$ cat src/rtl/pfm_pkg.sv
// Package for the pulse flow meter: shared widths, register and action codes,
// and the command, status and result structures. Depends on nothing else.

package pfm_pkg;

    // Default width of the pulse counters.
    localparam int COUNT_WIDTH_DEF = 32;

    // Fixed widths from the field definitions.
    localparam int CFG_IDX_W = 2;
    localparam int CAL_W     = 16;
    localparam int WORD_W    = 32;
    localparam int DEN_W     = WORD_W + CAL_W;   // calibration times elapsed time
    localparam int STEP_W    = 6;

    // Shift-add multiplier and restoring divider step counts.
    localparam int MUL_STEPS = CAL_W;
    localparam int DIV_STEPS = WORD_W;

    // 16000 mL per litre in Q4, and 60000 ms per minute.
    localparam logic [CAL_W-1:0] ML_PER_L_Q4 = 16'd16000;
    localparam logic [CAL_W-1:0] MS_PER_MIN  = 16'd60000;

    // Configuration register indexes.
    localparam logic [CFG_IDX_W-1:0] CFG_ENABLE  = 2'd0;
    localparam logic [CFG_IDX_W-1:0] CFG_CAL     = 2'd1;
    localparam logic [CFG_IDX_W-1:0] CFG_RATED   = 2'd2;
    localparam logic [CFG_IDX_W-1:0] CFG_ANOMALY = 2'd3;

    // Reset values of the configuration registers.
    localparam logic [CAL_W-1:0]  CAL_RESET     = 16'd7200;
    localparam logic [WORD_W-1:0] RATED_RESET   = 32'd30000;
    localparam logic [WORD_W-1:0] ANOMALY_RESET = 32'd60000;

    // Request actions.
    localparam logic [1:0] ACT_PULSE     = 2'd0;
    localparam logic [1:0] ACT_READ_INT  = 2'd1;
    localparam logic [1:0] ACT_READ_LIFE = 2'd2;
    localparam logic [1:0] ACT_CLR_LIFE  = 2'd3;

    // Result status codes.
    localparam logic [2:0] STS_OK      = 3'd0;
    localparam logic [2:0] STS_NOT_EN  = 3'd1;
    localparam logic [2:0] STS_BAD_INT = 3'd2;
    localparam logic [2:0] STS_BAD_CAL = 3'd3;
    localparam logic [2:0] STS_ANOMALY = 3'd4;
    localparam logic [2:0] STS_OVER    = 3'd5;

    // Operand selection of the shared multiplier.
    typedef enum logic [1:0] {
        MUL_SEL_VOL,
        MUL_SEL_DEN,
        MUL_SEL_FLOW
    } mul_sel_t;

    typedef struct packed {
        logic     accept;
        logic     mul_load;
        logic     mul_step;
        mul_sel_t mul_sel;
        logic     div_load;
        logic     div_step;
        logic     div_flow;
        logic     save_vol;
        logic     save_flow;
        logic     post;
    } pfm_cmd_t;

    typedef struct packed {
        logic has_result;
        logic need_vol;
        logic need_flow;
    } pfm_stat_t;

    typedef struct packed {
        logic              valid_res;
        logic [2:0]        status;
        logic [WORD_W-1:0] pulse_count;
        logic [WORD_W-1:0] volume_ml;
        logic [WORD_W-1:0] flow_ml_per_min;
    } pfm_result_t;

endpackage

$ cat src/rtl/pulse_flow_meter.sv
// Top level of the pulse flow meter: streaming ports, configuration port and
// the controller and datapath instances. Depends on pfm_pkg, pfm_ctrl, pfm_datapath.
//
// The block counts sensor pulse requests in a wrapping interval counter and a
// wrapping lifetime counter, both COUNT_WIDTH bits wide; pulses only count while
// the sensor is enabled. A read-interval request captures the interval count,
// clears it if the sensor is enabled and the interval nonzero, and reports the
// volume in mL (count*16000/calibration) and the average flow in mL/min
// (count*960000000/(calibration*elapsed_ms)), both truncated and saturated at
// 32 bits, together with a status code for the disabled sensor, a zero interval,
// a zero calibration, an anomaly or a flow above the rated limit. Read-lifetime
// requests report the lifetime count and its volume; pulse and clear-lifetime
// requests give no result. A read-interval request with the full calculation
// computes the volume and then the flow, a lifetime read with a nonzero
// calibration only the volume, and a read that ends on a status flag alone
// goes straight to posting its result. The single shared shift-add multiplier
// takes one multiplier bit per cycle (three products) and the restoring divider
// produces one quotient bit per cycle (two quotients). One request is worked on
// at a time; the result waits in an output register, so a new request is taken
// while the previous result is still waiting to be collected. Configuration
// writes are always taken and are expected only while the block is idle.

module pulse_flow_meter
    import pfm_pkg::*;
#(
    parameter int COUNT_WIDTH = COUNT_WIDTH_DEF
)
(
    input  logic                 clk,
    input  logic                 rst_n,
    // Configuration write channel.
    input  logic                 cfg_valid,
    output logic                 cfg_ready,
    input  logic [CFG_IDX_W-1:0] cfg_index,
    input  logic [WORD_W-1:0]    cfg_data,
    // Request stream.
    input  logic                 s_tvalid,
    output logic                 s_tready,
    input  logic [31:0]          s_tdata,   // [31:0] elapsed_ms
    input  logic [1:0]           s_tuser,   // [1:0] action
    // Result stream.
    output logic                 m_tvalid,
    input  logic                 m_tready,
    output logic [95:0]          m_tdata,   // [31:0] pulse_count, [63:32] volume_ml,
                                            // [95:64] flow_ml_per_min
    output logic [3:0]           m_tuser    // [0] valid_res, [3:1] status
);

    pfm_cmd_t    cmd;
    pfm_stat_t   stat;
    pfm_result_t result;

    // Registers can always be written.
    assign cfg_ready = 1'b1;

    pfm_ctrl u_ctrl
    (
        .clk      (clk),
        .rst_n    (rst_n),
        .s_tvalid (s_tvalid),
        .s_tready (s_tready),
        .m_tvalid (m_tvalid),
        .m_tready (m_tready),
        .stat     (stat),
        .cmd      (cmd)
    );

    pfm_datapath #(
        .COUNT_WIDTH (COUNT_WIDTH)
    ) u_datapath
    (
        .clk        (clk),
        .rst_n      (rst_n),
        .cfg_write  (cfg_valid),
        .cfg_index  (cfg_index),
        .cfg_data   (cfg_data),
        .in_action  (s_tuser),
        .in_elapsed (s_tdata[WORD_W-1:0]),
        .cmd        (cmd),
        .stat       (stat),
        .result     (result)
    );

    // The result register is packed onto the stream with the count lowest.
    assign m_tdata = {result.flow_ml_per_min, result.volume_ml, result.pulse_count};
    assign m_tuser = {result.status, result.valid_res};

endmodule

$ cat src/rtl/pfm_ctrl.sv
// Controller of the pulse flow meter: sequences accept, multiply, divide and post.
// Depends on pfm_pkg for the command and status structures.

module pfm_ctrl
    import pfm_pkg::*;
(
    input  logic      clk,
    input  logic      rst_n,
    input  logic      s_tvalid,
    output logic      s_tready,
    output logic      m_tvalid,
    input  logic      m_tready,
    input  pfm_stat_t stat,
    output pfm_cmd_t  cmd
);

    typedef enum logic [3:0] {
        ST_IDLE,
        ST_VMUL,
        ST_VDIV,
        ST_VSAVE,
        ST_DMUL,
        ST_FMUL,
        ST_FDIV,
        ST_FSAVE,
        ST_POST
    } state_t;

    localparam logic [STEP_W-1:0] MUL_LAST = STEP_W'(MUL_STEPS);
    localparam logic [STEP_W-1:0] DIV_LAST = STEP_W'(DIV_STEPS);

    state_t            state_reg, state_next;
    logic [STEP_W-1:0] step_reg, step_next;
    logic              flow_reg, flow_next;
    logic              out_valid_reg, out_valid_next;

    assign s_tready = (state_reg == ST_IDLE);
    assign m_tvalid = out_valid_reg;

    always_comb
    begin
        cmd            = '0;
        cmd.mul_sel    = MUL_SEL_VOL;
        state_next     = state_reg;
        step_next      = step_reg + STEP_W'(1);
        flow_next      = flow_reg;
        out_valid_next = out_valid_reg && !m_tready;

        case (state_reg)
            ST_IDLE:
            begin
                step_next = '0;
                if (s_tvalid)
                begin
                    cmd.accept = 1'b1;
                    flow_next  = stat.need_flow;
                    if (stat.need_vol)
                    begin
                        state_next = ST_VMUL;
                    end
                    else if (stat.has_result)
                    begin
                        state_next = ST_POST;
                    end
                end
            end
            ST_VMUL, ST_DMUL, ST_FMUL:
            begin
                cmd.mul_sel  = (state_reg == ST_VMUL) ? MUL_SEL_VOL :
                               (state_reg == ST_DMUL) ? MUL_SEL_DEN : MUL_SEL_FLOW;
                cmd.mul_load = (step_reg == '0);
                cmd.mul_step = (step_reg != '0);
                if (step_reg == MUL_LAST)
                begin
                    step_next  = '0;
                    state_next = (state_reg == ST_VMUL) ? ST_VDIV :
                                 (state_reg == ST_DMUL) ? ST_FMUL : ST_FDIV;
                end
            end
            ST_VDIV, ST_FDIV:
            begin
                cmd.div_flow = (state_reg == ST_FDIV);
                cmd.div_load = (step_reg == '0);
                cmd.div_step = (step_reg != '0);
                if (step_reg == DIV_LAST)
                begin
                    step_next  = '0;
                    state_next = (state_reg == ST_VDIV) ? ST_VSAVE : ST_FSAVE;
                end
            end
            ST_VSAVE:
            begin
                cmd.save_vol = 1'b1;
                step_next    = '0;
                state_next   = flow_reg ? ST_DMUL : ST_POST;
            end
            ST_FSAVE:
            begin
                cmd.save_flow = 1'b1;
                step_next     = '0;
                state_next    = ST_POST;
            end
            ST_POST:
            begin
                step_next = '0;
                if (!out_valid_reg || m_tready)
                begin
                    cmd.post       = 1'b1;
                    out_valid_next = 1'b1;
                    state_next     = ST_IDLE;
                end
            end
            default:
            begin
                step_next  = '0;
                state_next = ST_IDLE;
            end
        endcase
    end

    always_ff @(posedge clk or negedge rst_n)
    begin
        if (!rst_n)
        begin
            state_reg     <= ST_IDLE;
            step_reg      <= '0;
            flow_reg      <= 1'b0;
            out_valid_reg <= 1'b0;
        end
        else
        begin
            state_reg     <= state_next;
            step_reg      <= step_next;
            flow_reg      <= flow_next;
            out_valid_reg <= out_valid_next;
        end
    end

endmodule

$ cat src/rtl/pfm_datapath.sv
// Datapath of the pulse flow meter: registers, counters, shift-add multiplier,
// restoring divider and result registers. Depends on pfm_pkg.

module pfm_datapath
    import pfm_pkg::*;
#(
    parameter int COUNT_WIDTH = COUNT_WIDTH_DEF
)
(
    input  logic                 clk,
    input  logic                 rst_n,
    input  logic                 cfg_write,
    input  logic [CFG_IDX_W-1:0] cfg_index,
    input  logic [WORD_W-1:0]    cfg_data,
    input  logic [1:0]           in_action,
    input  logic [WORD_W-1:0]    in_elapsed,
    input  pfm_cmd_t             cmd,
    output pfm_stat_t            stat,
    output pfm_result_t          result
);

    // Multiplicand must hold count*16000 as well as the elapsed time.
    localparam int MA_W  = (COUNT_WIDTH + 14 > WORD_W) ? COUNT_WIDTH + 14 : WORD_W;
    localparam int ACC_W = MA_W + CAL_W;
    localparam int NH_W  = ACC_W - WORD_W;

    logic                   enable_reg;
    logic [CAL_W-1:0]       cal_reg;
    logic [WORD_W-1:0]      rated_reg;
    logic [WORD_W-1:0]      anomaly_reg;
    logic [COUNT_WIDTH-1:0] interval_reg;
    logic [COUNT_WIDTH-1:0] lifetime_reg;

    logic [COUNT_WIDTH-1:0] op_cnt_reg;
    logic [WORD_W-1:0]      elapsed_reg;
    logic [ACC_W-1:0]       acc_reg;
    logic [MA_W-1:0]        ma_reg;
    logic [CAL_W-1:0]       mb_reg;
    logic [MA_W-1:0]        vnum_reg;
    logic [DEN_W-1:0]       den_reg;
    logic [DEN_W-1:0]       rem_reg;
    logic [WORD_W-1:0]      quo_reg;
    logic [DEN_W-1:0]       dden_reg;
    logic                   over_reg;
    pfm_result_t            res_reg;
    pfm_result_t            out_reg;

    logic                   is_int;
    logic                   is_life;
    logic                   int_ok;
    logic                   cnt_nz;
    logic                   cal_nz;
    logic [MA_W-1:0]        ma_sel;
    logic [CAL_W-1:0]       mb_sel;
    logic [NH_W-1:0]        n_hi;
    logic [DEN_W-1:0]       d_sel;
    logic [DEN_W:0]         r2;
    logic [DEN_W:0]         diff;
    logic                   ge;
    logic [WORD_W-1:0]      div_res;
    logic                   anomaly_hit;
    logic                   rated_hit;
    pfm_result_t            preset;

    assign is_int  = (in_action == ACT_READ_INT);
    assign is_life = (in_action == ACT_READ_LIFE);
    assign int_ok  = enable_reg && (in_elapsed != '0);
    assign cnt_nz  = (interval_reg != '0);
    assign cal_nz  = (cal_reg != '0);

    assign stat.has_result = is_int || is_life;
    assign stat.need_flow  = is_int && int_ok && cnt_nz && cal_nz;
    assign stat.need_vol   = (is_life && cal_nz) || stat.need_flow;

    // Result preset at accept time; volume, flow and limit status follow later.
    always_comb
    begin
        preset                 = '0;
        preset.valid_res       = 1'b1;
        preset.status          = STS_OK;
        if (is_life)
        begin
            preset.pulse_count = WORD_W'(lifetime_reg);
        end
        else if (!enable_reg)
        begin
            preset.valid_res   = 1'b0;
            preset.status      = STS_NOT_EN;
        end
        else if (in_elapsed == '0)
        begin
            preset.valid_res   = 1'b0;
            preset.status      = STS_BAD_INT;
        end
        else if (cnt_nz && !cal_nz)
        begin
            preset.valid_res   = 1'b0;
            preset.status      = STS_BAD_CAL;
            preset.pulse_count = WORD_W'(interval_reg);
        end
        else
        begin
            preset.pulse_count = WORD_W'(interval_reg);
        end
    end

    always_comb
    begin
        case (cmd.mul_sel)
            MUL_SEL_VOL:
            begin
                ma_sel = MA_W'(op_cnt_reg);
                mb_sel = ML_PER_L_Q4;
            end
            MUL_SEL_DEN:
            begin
                ma_sel = MA_W'(elapsed_reg);
                mb_sel = cal_reg;
            end
            MUL_SEL_FLOW:
            begin
                ma_sel = vnum_reg;
                mb_sel = MS_PER_MIN;
            end
            default:
            begin
                ma_sel = '0;
                mb_sel = '0;
            end
        endcase
    end

    // The numerator is always the multiplier's product.
    assign n_hi    = acc_reg[ACC_W-1:WORD_W];
    assign d_sel   = cmd.div_flow ? den_reg : DEN_W'(cal_reg);
    assign r2      = {rem_reg, quo_reg[WORD_W-1]};
    assign diff    = r2 - {1'b0, dden_reg};
    assign ge      = (r2 >= {1'b0, dden_reg});
    assign div_res = over_reg ? '1 : quo_reg;

    assign anomaly_hit = (anomaly_reg != '0) && (over_reg || (quo_reg > anomaly_reg));
    assign rated_hit   = (rated_reg != '0) && (over_reg || (quo_reg > rated_reg));

    assign result = out_reg;

    always_ff @(posedge clk or negedge rst_n)
    begin
        if (!rst_n)
        begin
            enable_reg   <= 1'b0;
            cal_reg      <= CAL_RESET;
            rated_reg    <= RATED_RESET;
            anomaly_reg  <= ANOMALY_RESET;
            interval_reg <= '0;
            lifetime_reg <= '0;
        end
        else
        begin
            if (cfg_write)
            begin
                case (cfg_index)
                    CFG_ENABLE:  enable_reg  <= cfg_data[0];
                    CFG_CAL:     cal_reg     <= cfg_data[CAL_W-1:0];
                    CFG_RATED:   rated_reg   <= cfg_data;
                    CFG_ANOMALY: anomaly_reg <= cfg_data;
                    default:     enable_reg  <= enable_reg;
                endcase
            end
            if (cmd.accept)
            begin
                case (in_action)
                    ACT_PULSE:
                    begin
                        if (enable_reg)
                        begin
                            interval_reg <= interval_reg + COUNT_WIDTH'(1);
                            lifetime_reg <= lifetime_reg + COUNT_WIDTH'(1);
                        end
                    end
                    ACT_READ_INT:
                    begin
                        if (int_ok)
                        begin
                            interval_reg <= '0;
                        end
                    end
                    ACT_CLR_LIFE: lifetime_reg <= '0;
                    default:      lifetime_reg <= lifetime_reg;
                endcase
            end
        end
    end

    always_ff @(posedge clk)
    begin
        if (cmd.accept)
        begin
            op_cnt_reg  <= is_life ? lifetime_reg : interval_reg;
            elapsed_reg <= in_elapsed;
            res_reg     <= preset;
        end
        if (cmd.mul_load)
        begin
            acc_reg <= '0;
            ma_reg  <= ma_sel;
            mb_reg  <= mb_sel;
            if (cmd.mul_sel == MUL_SEL_FLOW)
            begin
                den_reg <= DEN_W'(acc_reg);
            end
        end
        else if (cmd.mul_step)
        begin
            acc_reg <= (acc_reg << 1) + (mb_reg[CAL_W-1] ? ACC_W'(ma_reg) : '0);
            mb_reg  <= mb_reg << 1;
        end
        if (cmd.div_load)
        begin
            // Quotient of 2^32 or more shows up as high part >= divisor.
            over_reg <= (DEN_W'(n_hi) >= d_sel);
            rem_reg  <= DEN_W'(n_hi);
            quo_reg  <= acc_reg[WORD_W-1:0];
            dden_reg <= d_sel;
            if (!cmd.div_flow)
            begin
                vnum_reg <= MA_W'(acc_reg);
            end
        end
        else if (cmd.div_step)
        begin
            rem_reg <= ge ? diff[DEN_W-1:0] : r2[DEN_W-1:0];
            quo_reg <= {quo_reg[WORD_W-2:0], ge};
        end
        if (cmd.save_vol)
        begin
            res_reg.volume_ml <= div_res;
        end
        if (cmd.save_flow)
        begin
            res_reg.flow_ml_per_min <= div_res;
            if (anomaly_hit)
            begin
                res_reg.valid_res <= 1'b0;
                res_reg.status    <= STS_ANOMALY;
            end
            else if (rated_hit)
            begin
                res_reg.status    <= STS_OVER;
            end
        end
        if (cmd.post)
        begin
            out_reg <= res_reg;
        end
    end

endmodule

$ cat config.mk
export PLATFORM = sky130hd
export DESIGN_NAME = pulse_flow_meter
export DESIGN_NICKNAME = d
export VERILOG_FILES = /design/src/rtl/pfm_pkg.sv /design/src/rtl/pulse_flow_meter.sv /design/src/rtl/pfm_ctrl.sv /design/src/rtl/pfm_datapath.sv
export SDC_FILE = /design/constraint.sdc
export NUM_CORES = 1
export LEC_CHECK = 0
export BUFFER_PORTS_ARGS = -buffer_cell sky130_fd_sc_hd__clkbuf_2
export CORE_ASPECT_RATIO = 1.75
export CORE_MARGIN = 2
export CORE_UTILIZATION = 60
export CTS_CLUSTER_DIAMETER = 120
export CTS_CLUSTER_SIZE = 28
export DETAILED_ROUTE_END_ITERATION = 10
export GPL_ROUTABILITY_DRIVEN = 0
export HOLD_SLACK_MARGIN = 0.02
export PLACE_DENSITY = 0.84
export SYNTH_ARGS = -nofsm -noshare
export SYNTH_HDL_FRONTEND = slang
export SYNTH_HIERARCHICAL = 1
export SYNTH_SLANG_ARGS = --single-unit
$ cat constraint.sdc
create_clock -name clk -period 8.52 [get_ports clk]
set_input_delay 2.13 -clock clk [delete_from_list [all_inputs] [get_ports clk]]
set_output_delay 2.13 -clock clk [all_outputs]
set_load 0.1 [all_outputs]
==> flow_summary.ini <==
[status]
status = finished clean

[cts]
cts-root-buf = clkbuf_16
cts_resized = 0
cts_made_buffers = 31
cts.sinks = 768
ctsHoldBuffers = 0
clk_pin_slew_worst_paths_ns = 0.10
clkLatencyLatePin_ns = 0.64
postCtsSetupRepairBufs = 0
cts_buffer_depth = 3
htree_num_levels = 1
cts_tree = yes

[placed_design]
io_buffers = 174
dp_hpwl_mm = 72.2
dpl_cell_area_sq_um = 40100
placed_cells = 4197

[routing]
vias = 27127
ant_nets = 0
drt_iter0_drc = 2267
wl_per_cell_um = 23.4
vias_per_cell = 6.37
drc_errors = 0
first_pass_iters = 6
wl_mm = 99.6

[min_path]
hp-class = register to register

[synthesis]
synth_fa_ha_area_share_pct = 6.48
synth_xor_area_share_pct = 2.98
muxShareOfSynthArea_pct = 7.02
synth_area_per_cell_sq_um = 11.6
synth_edf_count = 527
ys_async_sr_fraction_pct = 20.4
synth_top_cell_area_share_pct = 41.2
syn-num-nets = 3600
synth_compound_area_share_pct = 12.3
synth_cell_types = 85
synth_simple_gate_area_share_pct = 11.8
seq_area_frac_synth_pct = 55.8
syn_inst = 3329
ys.flop_type = edfxtp_1
yosysWarnings = 6
yosysTopAreaCell = edfxtp_1
synth.area.top_cells = edfxtp_1 (41%), dfrtp_1 (9.0%), ha_1 (6.4%)
ys_ff_latch = 768
synth_area_sq_um = 38500
synth_top_family_by_area = compound AO/OA/AOI/OAI gates

[cells_and_area]
final_layout_size_suffix_gt1_share_pct = 13.8
nNetsFinal = 3695
final_cell_area_sq_um = 41000
areaGrowthSynthToFinish_pct = 6.60
instances_no_fill = 4256

[sta]
period_needed_ns = 4.71
worst_pin_slew_ns = 1.21
final-hold-violation-count = 0
clock.fmax_ghz = 0.212
skew_ns = 0.0264
fin_crit_sh_pct = 55.3
setup_viol = 0
rsz0062_at_grt = no
relSlewSlack_pct = 19.4
fin_setup_tns_ns = 0
drv_slew = 0

[critical_path]
critical_path.top_delay_family = simple AND/OR/NAND/NOR gates
cpMostUsedCell = nand3_1
worstPathRequired_ns = 9.02
crit_type = input pin to register
crit_path_start_kind = input pin
rrSetupSlack_ns = 4.03
worst-path-buf-inv = 2
cp-end-kind = register
cp_slowest_cell = and2_4
critPathArrivalTime_ns = 5.21
crit_path_max_fanout = 58
crit_chain = clkbuf_2 > and2_4 > inv_1 > nor2_2 > nand4_1 > nor3_1 > nand3_1 > nor3_2 > nand3_1 > xor2_1 > nor2_1
slowest_delay_ns = 0.66

[floorplanning]
dieArea_sq_um = 66200
start_util_pct = 60.7
row_count = 122
die_y_um = 339
core_sq_um = 63300
num_io_pins = 176
fp.dieW_um = 195

[global_route]
grt_max_degree = 135
grt_pass1_wl_mm = 154
grt_usage_pct = 30.1
gr-usage-met1_pct = 32.6
antenna_found_initial = 4
grt_pass1_vias = 27382
grt.busiest_layer = met2
met2_usage_pct = 54.6
overflow = 0
met3_usage_pct = 3.23

[power]
ir_drop_v = 0.000203
p_leak_nw = 16.3
powerDensity_nw_per_um2 = 194

[job]
max_cap_viol_count = 0
cell usage in the layout, fill, tap and decap left out, types with 7 or more instances in the layout:
cell / count
a211oi_1: 25
a21o_1: 82
a21oi_1: 184
a22o_1: 27
a22oi_1: 13
a31oi_1: 23
and2_1: 91
and3_1: 34
and4_1: 7
buf_4: 34
clkbuf_1: 24
clkbuf_16: 31
clkbuf_2: 173
dfrtp_1: 139
dfstp_2: 18
dfxtp_1: 84
edfxtp_1: 527
ha_1: 195
inv_1: 204
mux2_2: 172
mux2i_1: 76
nand2_1: 214
nand2b_1: 22
nand3_1: 88
nand3b_1: 9
nand4_1: 61
nor2_1: 209
nor2b_1: 23
nor3_1: 24
nor3_2: 9
nor4_1: 50
o211ai_1: 21
o21a_1: 83
o21ai_0: 172
o21bai_1: 16
or3_1: 19
xnor2_1: 59
xor2_1: 72
Yosys cell counts, types with 88 or more instances:
cell	number
ha_1	196
nand2_1	214
and2_1	93
mux2_2	172
nand3_1	88
inv_1	205
nor2_1	214
dfrtp_1	139
a21oi_1	185
edfxtp_1	527
o21ai_0	172
clkbuf_1	112
routing by layer:
layer	share of wire, %	vias to the layer above
li1	-	12360
met1	34	13183
met2	52	1207
met3	5.9	373
met4	8.1	4
met5	0.028	-
worst register-to-register path: stages (launching register included):
cell and delay [ns]:
edfxtp_1 0.70, inv_1 0.10, ha_1 0.24, nand3b_1 0.19
a21oi_1 0.39, o21ai_1 0.22, a2111oi_4 0.38, nor4_4 0.13
o31ai_4 0.64, buf_4 0.62, mux2_2 0.42, mux2_2 0.26
report_power, final:
part / switching (W) / total, W / internal [W]
combinational: 0.00111 / 0.00149 / 0.000385
clock: 0.00110 / 0.00180 / 0.000701
sequential: 0.000275 / 0.00467 / 0.00439
cell families after synthesis:
kind of cell             count (synthesis)
AO/OA/AOI/OAI                          730
XOR/XNOR                               131
adder cells (fa/ha/maj)                198
buffers and inverters                  352
flip-flops                             768
multiplexers                           248
other                                    1
AND/OR/NAND/NOR                        901
area by class of cell:
| class | instances | area [sq um] |
|---|---|---|
| fillers | 4661 | 22400 |
| multi-input cells | 2209 | 15700 |
| diodes | 3 | 7.51 |
| flip-flops and latches | 768 | 21500 |
| clock inverters | 1 | 16.3 |
| well taps | 806 | 1010 |
| inverters | 205 | 769 |
| repair buffers | 209 | 1150 |
| clock buffers | 55 | 866 |
worst paths after layout:
kind                                               endpoint  cells past startpoint              startpoint
worst max-delay path            u_datapath/lifetime_reg[29]                     11                s_tvalid
worst min-delay path                  u_datapath/result[14]                      0  u_datapath/res_reg[14]
worst max register to register        u_datapath/rem_reg[4]                     11  u_datapath/quo_reg[31]
worst min register to register        u_datapath/result[14]                      0  u_datapath/res_reg[14]
max in group asynchronous        u_datapath/anomaly_reg[20]                      2                   rst_n
min in group asynchronous       u_datapath/lifetime_reg[31]                      1                   rst_n
metrics by stage:
step / power, W / setup WS (ns) / hold slack [ns] / util [%]
detailed placement: 0.00622 / 3.19 / 0.405 / 63.3
floorplan: 0.00578 / 0.218 / 0.400 / -
CTS: 0.00798 / 3.84 / 0.424 / 64.7
finish: 0.00797 / 3.81 / 0.424 / 64.7
global route: 0.00823 / 3.49 / 0.438 / 64.7
global placement: 0.00618 / 3.32 / 0.400 / 63.3
Note: power is estimated with default switching activity, not from simulation.
